**src/hdl/cbu_pkg.sv**
```systemverilog
// types, mode codes and helpers for the colour blend unit
// no dependencies
`default_nettype none
package cbu_pkg;
    typedef enum logic [3:0] {
        OP_KEEP = 4'd0, OP_SET = 4'd1, OP_MUL = 4'd2, OP_LIGHTEN = 4'd3,
        OP_DARKEN = 4'd4, OP_SCREEN = 4'd5, OP_DODGE = 4'd6, OP_CBURN = 4'd7,
        OP_ADD = 4'd8, OP_ADDALPHA = 4'd9, OP_BURN = 4'd10, OP_OVERLAY = 4'd11,
        OP_LERP = 4'd12, OP_BAD0 = 4'd13, OP_BAD1 = 4'd14, OP_BAD2 = 4'd15
    } t_op;

    localparam int unsigned CH_MAX = 255;
    localparam int unsigned DIV_STEPS = 16;

    // stage 1 output of one channel: numerator and divisor set up, divide flag and direct result
    typedef struct packed {
        logic [15:0] num;
        logic [7:0]  den;
        logic        div;
        logic [7:0]  dir;
    } t_ch_s1;

    // floor(x/255), exact for x up to 255*255 + 254
    function automatic logic [8:0] div255(input logic [16:0] x);
        logic [17:0] q;
        q = ({1'b0, x} + {9'd0, x[16:8]} + 18'd1) >> 8;
        return q[8:0];
    endfunction
endpackage
`default_nettype wire

```
**src/hdl/cbu_div.sv**
```systemverilog
// pipelined restoring divider, one quotient bit a step, saturating at 255
// depends on cbu_pkg
`default_nettype none
module cbu_div (
    input  wire logic        i_clk,
    input  wire logic        i_en,
    input  wire logic [15:0] i_num,
    input  wire logic [7:0]  i_den,
    output logic      [7:0]  o_q
);
    localparam int unsigned N = cbu_pkg::DIV_STEPS;
    localparam int unsigned STAGES = 4;
    localparam int unsigned BITS = N / STAGES;
    logic [15:0] r_num [1:STAGES-1];
    logic [8:0]  r_rem [1:STAGES-1];
    logic [7:0]  r_den [1:STAGES-1];
    logic [15:0] r_q   [1:STAGES];

    // four quotient bits a pipeline register
    for (genvar s = 0; s < STAGES; s++) begin : g_st
        logic [15:0] w_num, w_q, n_num, n_q;
        logic [8:0]  w_rem, n_rem;
        logic [7:0]  w_den;
        if (s == 0) begin : g_first
            assign w_num = i_num;
            assign w_q   = '0;
            assign w_rem = '0;
            assign w_den = i_den;
        end else begin : g_next
            assign w_num = r_num[s];
            assign w_q   = r_q[s];
            assign w_rem = r_rem[s];
            assign w_den = r_den[s];
        end
        always_comb begin
            logic [9:0] t;
            n_num = w_num;
            n_q   = w_q;
            n_rem = w_rem;
            t     = '0;
            for (int k = 0; k < BITS; k++) begin
                t = {n_rem, n_num[15]};
                n_num = {n_num[14:0], 1'b0};
                if (t >= {2'b0, w_den}) begin
                    t = t - {2'b0, w_den};
                    n_q = {n_q[14:0], 1'b1};
                end else begin
                    n_q = {n_q[14:0], 1'b0};
                end
                n_rem = t[8:0];
            end
        end
        always_ff @(posedge i_clk) begin
            if (i_en) r_q[s+1] <= n_q;
        end
        if (s < STAGES - 1) begin : g_carry
            always_ff @(posedge i_clk) begin
                if (i_en) begin
                    r_num[s+1] <= n_num;
                    r_rem[s+1] <= n_rem;
                    r_den[s+1] <= w_den;
                end
            end
        end
    end

    assign o_q = (r_q[STAGES][15:8] != '0) ? 8'hff : r_q[STAGES][7:0];
endmodule
`default_nettype wire

```
**src/hdl/cbu_chan.sv**
```systemverilog
// one colour channel: front end, divider and final select
// depends on cbu_pkg and cbu_div
`default_nettype none
module cbu_chan (
    input  wire logic       i_clk,
    input  wire logic       i_en,
    input  wire logic [3:0] i_op,
    input  wire logic [7:0] i_amount,
    input  wire logic [7:0] i_e,
    input  wire logic [7:0] i_c,
    output logic      [7:0] o_v
);
    localparam int unsigned LAT = 4;
    cbu_pkg::t_ch_s1 n_s1, r_s1;
    logic [LAT-1:0][7:0] r_dir;
    logic [LAT-1:0]      r_div;
    logic [7:0] w_q;

    always_comb begin
        logic [7:0]  ie, ic;
        logic [16:0] p;
        logic [8:0]  d, s9;
        ie = 8'hff - i_e;
        ic = 8'hff - i_c;
        n_s1 = '0;
        p = '0; d = '0; s9 = '0;
        case (i_op)
            cbu_pkg::OP_KEEP:    n_s1.dir = i_e;
            cbu_pkg::OP_SET:     n_s1.dir = i_c;
            cbu_pkg::OP_MUL: begin
                p = 17'(i_e) * 17'(i_c) + 17'd127;
                d = cbu_pkg::div255(p);
                n_s1.dir = d[7:0];
            end
            cbu_pkg::OP_LIGHTEN: n_s1.dir = (i_e > i_c) ? i_e : i_c;
            cbu_pkg::OP_DARKEN:  n_s1.dir = (i_e < i_c) ? i_e : i_c;
            cbu_pkg::OP_SCREEN: begin
                p = 17'(ie) * 17'(ic) + 17'd127;
                d = cbu_pkg::div255(p);
                n_s1.dir = 8'hff - d[7:0];
            end
            cbu_pkg::OP_DODGE: begin
                if (i_e == 8'hff) n_s1.dir = 8'hff;
                else begin
                    n_s1.div = 1'b1;
                    n_s1.num = {i_c, 8'h00} - {8'h00, i_c};
                    n_s1.den = ie;
                end
            end
            cbu_pkg::OP_CBURN: begin
                if (i_e != 8'h00) begin
                    n_s1.div = 1'b1;
                    n_s1.num = {ic, 8'h00} - {8'h00, ic};
                    n_s1.den = i_e;
                end
            end
            cbu_pkg::OP_ADD: begin
                s9 = {1'b0, i_e} + {1'b0, i_c};
                n_s1.dir = s9[8] ? 8'hff : s9[7:0];
            end
            cbu_pkg::OP_ADDALPHA: begin
                p = 17'(i_amount) * 17'(i_c) + 17'd127;
                d = cbu_pkg::div255(p);
                s9 = {1'b0, i_e} + d;
                n_s1.dir = s9[8] ? 8'hff : s9[7:0];
            end
            cbu_pkg::OP_BURN: begin
                s9 = {1'b0, i_e} + {1'b0, i_c};
                n_s1.dir = (s9 > 9'd255) ? 8'(s9 - 9'd255) : 8'h00;
            end
            cbu_pkg::OP_OVERLAY: begin
                if (i_c <= 8'd127) begin
                    p = {16'(i_c) * 16'(i_e), 1'b0} + 17'd127;
                    d = cbu_pkg::div255(p);
                    n_s1.dir = (d > 9'd255) ? 8'hff : d[7:0];
                end else begin
                    p = {16'(ic) * 16'(ie), 1'b0} + 17'd127;
                    d = cbu_pkg::div255(p);
                    n_s1.dir = (d > 9'd255) ? 8'h00 : 8'hff - d[7:0];
                end
            end
            cbu_pkg::OP_LERP: begin
                p = 17'(i_e) * 17'(8'hff - i_amount) + 17'(i_c) * 17'(i_amount)
                    + 17'd127;
                d = cbu_pkg::div255(p);
                n_s1.dir = (d > 9'd255) ? 8'hff : d[7:0];
            end
            default: n_s1.dir = 8'h00;
        endcase
    end

    always_ff @(posedge i_clk) begin
        if (i_en) r_s1 <= n_s1;
    end

    cbu_div u_div (
        .i_clk(i_clk), .i_en(i_en), .i_num(r_s1.num), .i_den(r_s1.den), .o_q(w_q)
    );

    always_ff @(posedge i_clk) begin
        if (i_en) begin
            r_dir[0] <= r_s1.dir;
            r_div[0] <= r_s1.div;
            for (int k = 1; k < LAT; k++) begin
                r_dir[k] <= r_dir[k-1];
                r_div[k] <= r_div[k-1];
            end
        end
    end

    assign o_v = r_div[LAT-1] ? w_q : r_dir[LAT-1];
endmodule
`default_nettype wire

```
**config.mk**
```make
export PLATFORM = sky130hd
export DESIGN_NAME = cbu_chan
export DESIGN_NICKNAME = d
export VERILOG_FILES = /design/src/hdl/cbu_pkg.sv /design/src/hdl/cbu_div.sv /design/src/hdl/cbu_chan.sv
export SDC_FILE = /design/constraint.sdc
export NUM_CORES = 1
export LEC_CHECK = 0
export BUFFER_PORTS_ARGS = -buffer_cell sky130_fd_sc_hd__clkbuf_2
export CORE_ASPECT_RATIO = 0.8
export CORE_MARGIN = 2
export CORE_UTILIZATION = 56
export DETAILED_ROUTE_END_ITERATION = 6
export PLACE_DENSITY = 0.86
export SLEW_MARGIN = 20
export SYNTH_ARGS = -nofsm -noshare
export SYNTH_HDL_FRONTEND = slang
export SYNTH_SLANG_ARGS = --single-unit
```
**constraint.sdc**
```tcl
create_clock -name i_clk -period 9 [get_ports i_clk]
set_clock_uncertainty 0.1 [all_clocks]
set_input_delay 0.45 -clock i_clk [delete_from_list [all_inputs] [get_ports i_clk]]
set_output_delay 0.45 -clock i_clk [all_outputs]
set_load 0.02 [all_outputs]
```
Word level (Yosys, flattened, before mapping)
Memories as Yosys holds them, arrays and structs flattened.
Cells that the tools add are included.
{"block": "totals", "register_bits": 69, "ram_bits": 151, "in_bits": 30, "output_inout_bits": 8, "elab_cells": 151, "n_memories": 4}
{"block": "classes", "add_sub_neg": 44, "multipliers": 6, "order_cmp": 23, "eq_ne": 13, "muxes": 49, "reduce_logical": 3}
{"name": "u_div.r_q", "depth": 4, "width": 16, "read_ports": 4, "rd_clocked_by_memory_dff": 0, "wr": 4, "line_no": "cbu_div.sv:17", "source": "logic [15:0] r_q [1:STAGES];"}
{"name": "u_div.r_num", "depth": 3, "width": 12, "read_ports": 3, "rd_clocked_by_memory_dff": 0, "wr": 3, "line_no": "cbu_div.sv:14", "source": "logic [15:0] r_num [1:STAGES-1];"}
{"name": "u_div.r_rem", "depth": 3, "width": 9, "read_ports": 3, "rd_clocked_by_memory_dff": 0, "wr": 3, "line_no": "cbu_div.sv:15", "source": "logic [8:0] r_rem [1:STAGES-1];"}
{"name": "u_div.r_den", "depth": 3, "width": 8, "read_ports": 3, "rd_clocked_by_memory_dff": 0, "wr": 3, "line_no": "cbu_div.sv:16", "source": "logic [7:0] r_den [1:STAGES-1];"}
{"operator": "greater-or-equal comparator 10 x 8 -> 1 bit", "n": 15}
{"operator": "two-way mux 9 bit", "n": 15}
{"operator": "subtractor 9 x 8 -> 9 bit", "n": 14}
{"operator": "two-way mux 8 bit", "n": 12}
{"operator": "case mux 8 bit (12 select lines)", "n": 1}
{"operator": "multiplier 8 x 8 -> 16 bit", "n": 5}
{"operator": "adder 17 x 1 -> 17 bit, second input constant", "n": 4}
{"operator": "adder 17 x 9 -> 17 bit", "n": 4}
{"operator": "adder 16 x 7 -> 17 bit, second input constant", "n": 3}
{"operator": "adder 17 x 7 -> 17 bit, second input constant", "n": 3}
{"operator": "two-way mux 25 bit", "n": 2}
{"operator": "case mux 25 bit (2 select lines)", "n": 1}
{"operator": "> comparator 9 x 8 -> 1 bit, second input constant", "n": 4}
{"operator": "adder 16 x 1 -> 16 bit, second input constant", "n": 2}
{"operator": "adder 16 x 9 -> 16 bit", "n": 2}
{"operator": "subtractor 16 x 8 -> 16 bit", "n": 2}
{"operator": "subtractor 8 bit, first input constant", "n": 4}
{"operator": "== test 4 bit, second input constant", "n": 5}
{"operator": "two-way mux 1 bit", "n": 18}
{"operator": "adder 17 x 16 -> 17 bit", "n": 1}
{"operator": "multiplier 9 x 9 -> 17 bit", "n": 1}
{"operator": "== test 4 x 3 -> 1 bit, second input constant", "n": 4}
{"operator": "nonzero test 8 bit", "n": 2}
{"operator": "adder 8 x 8 -> 9 bit", "n": 1}
{"operator": "other kinds (12)", "n": 13}

Depth between registers and ports, before layout
{"block": "depth", "depth_word": 9, "ltp_mapped": 48, "mapped_depth_nobuf": 44}

Hierarchy
From an unflattened synthesis, not the netlist that was laid out.
{"block": "unflattened", "hier_cells": 3370, "hier_area_um2": 30635.6}
{"mod": "cbu_chan", "n_inst": 1, "cells_per_inst": 2357, "area_per_inst_um2": 20518.4, "seq_area_each_um2": 2072.0}
{"mod": "cbu_div", "n_inst": 1, "cells_per_inst": 1013, "area_per_inst_um2": 10117.2, "seq_area_each_um2": 3453.3}

Least setup slack after synthesis
No wires, ideal clock.
{"block": "synth_timing", "kind": "input -> register", "start": "in i_c[3]", "end": "reg r_s1[5] in the netlist's numbering, data pin", "setup_ns": 0.272, "t_arrival_ns": 9.266, "required_ns": 8.628, "slack_ns": -0.638, "cell_stages": 36, "path_buffers": 4, "cell_sequence": "clkbuf_1 > clkbuf_1 > clkbuf_1 > nand2_1 > fa_1 > fa_1 > inv_1 > fa_1 > inv_1 > fa_1 > inv_1 > ha_1 > clkbuf_1 > nor2b_1 > a221oi_1 > nand3_1 > ha_1 > inv_1 > fa_1 > fa_1 > inv_1 > ha_1 > a211o_1 > o21ai_0 > xnor2_1 > ha_1 > nor3_1 > nor2_1 > o41ai_1 > maj3_1 > o21ai_1 > o211a_1 > o311a_1 > o22ai_1 > o21ai_0 > or4_1"}
{"item": "from (decl)", "line_no": "cbu_chan.sv:10", "source": "input wire logic [7:0] i_c,"}
{"item": "to (signal assigned)", "line_no": "cbu_chan.sv:93", "source": "if (i_en) r_s1 <= n_s1;"}
{"item": "to (decl)", "line_no": "cbu_chan.sv:14", "source": "cbu_pkg::t_ch_s1 n_s1, r_s1;"}

==> impl_metrics.tcl <==
set metrics [dict create \
    hold_violations 0 \
    synth-seq-cells 184 \
    grt_max_degree 118 \
    finalCoreUtilization_pct 62.78 \
    synth-edff-count 184 \
    yosysTopAreaCell "edfxtp_1" \
    async_flop_share_pct 0 \
    fmax_mhz 114.0 \
    cts_made_buffers 17 \
    synth_xor_area_share_pct 7.041 \
    clock-sinks 184 \
    synth_top_area_share_pct 18.33 \
    drt-total-wl_um 80360 \
    syn_area_mm2 0.03014 \
    cts_tree "built" \
    synthToLayoutAreaGrowth_pct 11.53 \
    fp.coreArea_mm2 0.05354 \
    hold_path.class "reg2reg" \
    crit_type "reg2reg" \
    start_util_pct 56.29 \
    syn_inst 3307 \
    dpl_cell_area_mm2 0.03268 \
    dp.final_hpwl_um 64650 \
    synth_mux_area_share_pct 2.503 \
    drive_gt1_share_pct 12.84 \
    report.final.slew_viol_count 0 \
    antenna_found_initial 4 \
    ant_nets 0 \
    cts_root_buffer "clkbuf_16" \
    track_usage_pct 28.62 \
    start_kind "flop" \
    insertion_delay_ps 440 \
    synth_compound_gate_area_share_pct 15.68 \
    synth_fa_ha_area_share_pct 35.00 \
    cts_buffer_depth 2 \
    synth_cell_types 103 \
    setup_viol 0 \
    synth-simple-area-share_pct 14.34 \
    grt-ovfl-total 0 \
    cp-end-kind "flop" \
    critical_path.slowest_cell "a2111o_1" \
    grt_pass1_vias 25340 \
    portBuffers 37 \
    dieHeight_um 211.5 \
    fillers 4147 \
    via_per_inst 6.007 \
    gp_congestion 1.025 \
    placementRows 76 \
    finalCritPeriodShare_pct 97.46 \
    yosysWarningCount 0 \
    crit_arrival_ps 8860 \
    dr.pass1.iters 6 \
    ys_seq_area_share_pct 18.33 \
    outcome "finished clean" \
    floorplan.die_area_mm2 0.05570 \
    routedWlPerCell_um 18.95 \
    drc 0 \
    cp.required_ps 9090 \
    synth_top_family_by_area "adder cells" \
    slew_headroom_pct 24.30 \
    synth_fp_nets 4025 \
    htree_levels 4 \
    vias 25480 \
    r2r_slack_ps 230 \
    avgSynthCellArea_um2 9.113 \
    grt_pass1_wl_um 128400 \
    drt_iter0_drc 2571 \
    clk_pin_slew_ps 70 \
    synth_flop_cell "edfxtp_1" \
    die_x_um 263.4 \
    worst_path_largest_cell_delay_ps 460 \
    ioPinCount 38 \
    cp_max_fo 10 \
    worst_slew_pin_slew_ps 1133 \
    nNetsFinal 4240 \
    regArea_mm2 0.005525 \
    final_area_mm2 0.03361 \
    synthTopCellsByArea "edfxtp_1 (18%), ha_1 (18%), fa_1 (17%)" \
    multi_input_area_mm2 0.02274 \
    finalCriticalPeriod_ps 8771 \
    max_cap_viol_count 0 \
]
synthesized netlist by cell type, types with 67 or more instances:
cell      count
xnor2_1     146
xor2_1       85
inv_1       476
edfxtp_1    184
nand2_1     161
and2_1       72
nor2_1      279
clkbuf_1     73
a21o_1       99
a21oi_1     193
fa_1        257
ha_1        431
nand2b_1     67
o21ai_0     117
flip-flops by register name (all words and copies together) (netlist names):
register	flops
u_div.r_den	24
r_s1	33
u_div.r_q	40
u_div.r_num	24
r_dir	32
u_div.r_rem	27
r_div	4
metal layers:
layer / vias to the layer above / global-route usage, % / part of all wire, %
met1: 12210 / 37.90 / 42
met3: 222 / 5.397 / 9.2
met2: 1174 / 47.06 / 46
met4: 0 / 10.23 / 3.7
li1: 11870 / - / -
met5: - / 0 / 0
layout by cell type (no fill, tap or decap), types with 9 or more instances in the layout:
cell / count
a211oi_1: 28
buf_4: 235
o21bai_1: 36
nor2_1: 275
clkbuf_16: 17
inv_1: 476
a21o_1: 99
xor2_1: 84
and2_1: 72
mux2_2: 46
a21boi_0: 14
o21a_1: 27
or3_1: 16
nand3_1: 47
o211ai_1: 16
and3_1: 18
or2_2: 13
nor2b_1: 41
o21ai_0: 110
a221oi_1: 18
nand2_1: 159
nand2b_1: 65
o31ai_1: 13
xnor2_1: 145
ha_1: 427
a21oi_1: 178
mux2i_1: 20
edfxtp_1: 184
o22a_1: 9
a21oi_2: 16
fa_1: 253
nand4_1: 46
a211o_1: 12
a31oi_1: 11
clkbuf_2: 34
nor4_1: 9
nor3_1: 40
per-stage QoR:
step                      hold WS [ps]  setup TNS, ps  setup slack [ps]  std cells
final                            319.1              0             228.6       4241
after global routing             323.0          -1333            -157.6       4240
after CTS                        320.3              0            0.1608       4222
after detailed placement         304.5          -1073            -258.3       4189
after global placement           300.2              0             3.259       4189
after floorplan                  300.3         -9.057            -9.057       3307
worst max-delay path: cells and delay by family, from the launching register on:
kind                       cells  cell delay [ps]
and+or+nand+nor                7             1320
AOI/OAI and AO/OA             20             3950
DFF                            1              390
muxes                          2              540
buffers and inverters          7              750
adders and majority gates      5             1480
path summary, 6_finish.rpt:
| check | startpoint | end | cells past startpoint |
|---|---|---|---|
| worst max-delay path | u_div.r_num[0][23] | u_div.r_rem[0][19] | 41 |
| worst min-delay path | r_dir[20] | r_dir[28] | 0 |
| worst max register to register | u_div.r_num[0][23] | u_div.r_rem[0][19] | 41 |
| worst min register to register | r_dir[20] | r_dir[28] | 0 |
cells by family (layout without fill, tap and decap cells):
group | after synthesis | count (layout)
AND/OR/NAND/NOR | 864 | 864
AO/OA/AOI/OAI | 699 | 699
adder cells (fa/ha/maj) | 689 | 689
buffers and inverters | 565 | 793
XOR/XNOR | 236 | 236
flip-flops | 184 | 184
multiplexers | 69 | 69
other | 1 | 5
final cells by class:
cell class                      instances  area share [%]
Antenna cell                            4         0.02978
Clock buffer                           17           1.266
Inverter                              484           5.412
Clock inverter                         15          0.4690
Multi-Input combinational cell       2558           67.64
Timing Repair Buffer                  277           6.131
Tap cell                              702           2.613
Sequential cell                       184           16.44
timing repair:
action	4_1_cts	5_1_grt
endpoints found under the hold margin	0	0
hold buffers	0	0
pin swaps	0	19
endpoints found under the setup margin	15	36
gates resized for setup	5	57
cloned	0	0
setup buffers	1	15
Power is left out: the tool's default activity adds up to more than one toggle a clock period on the data nets, which glitch-free logic cannot reach.
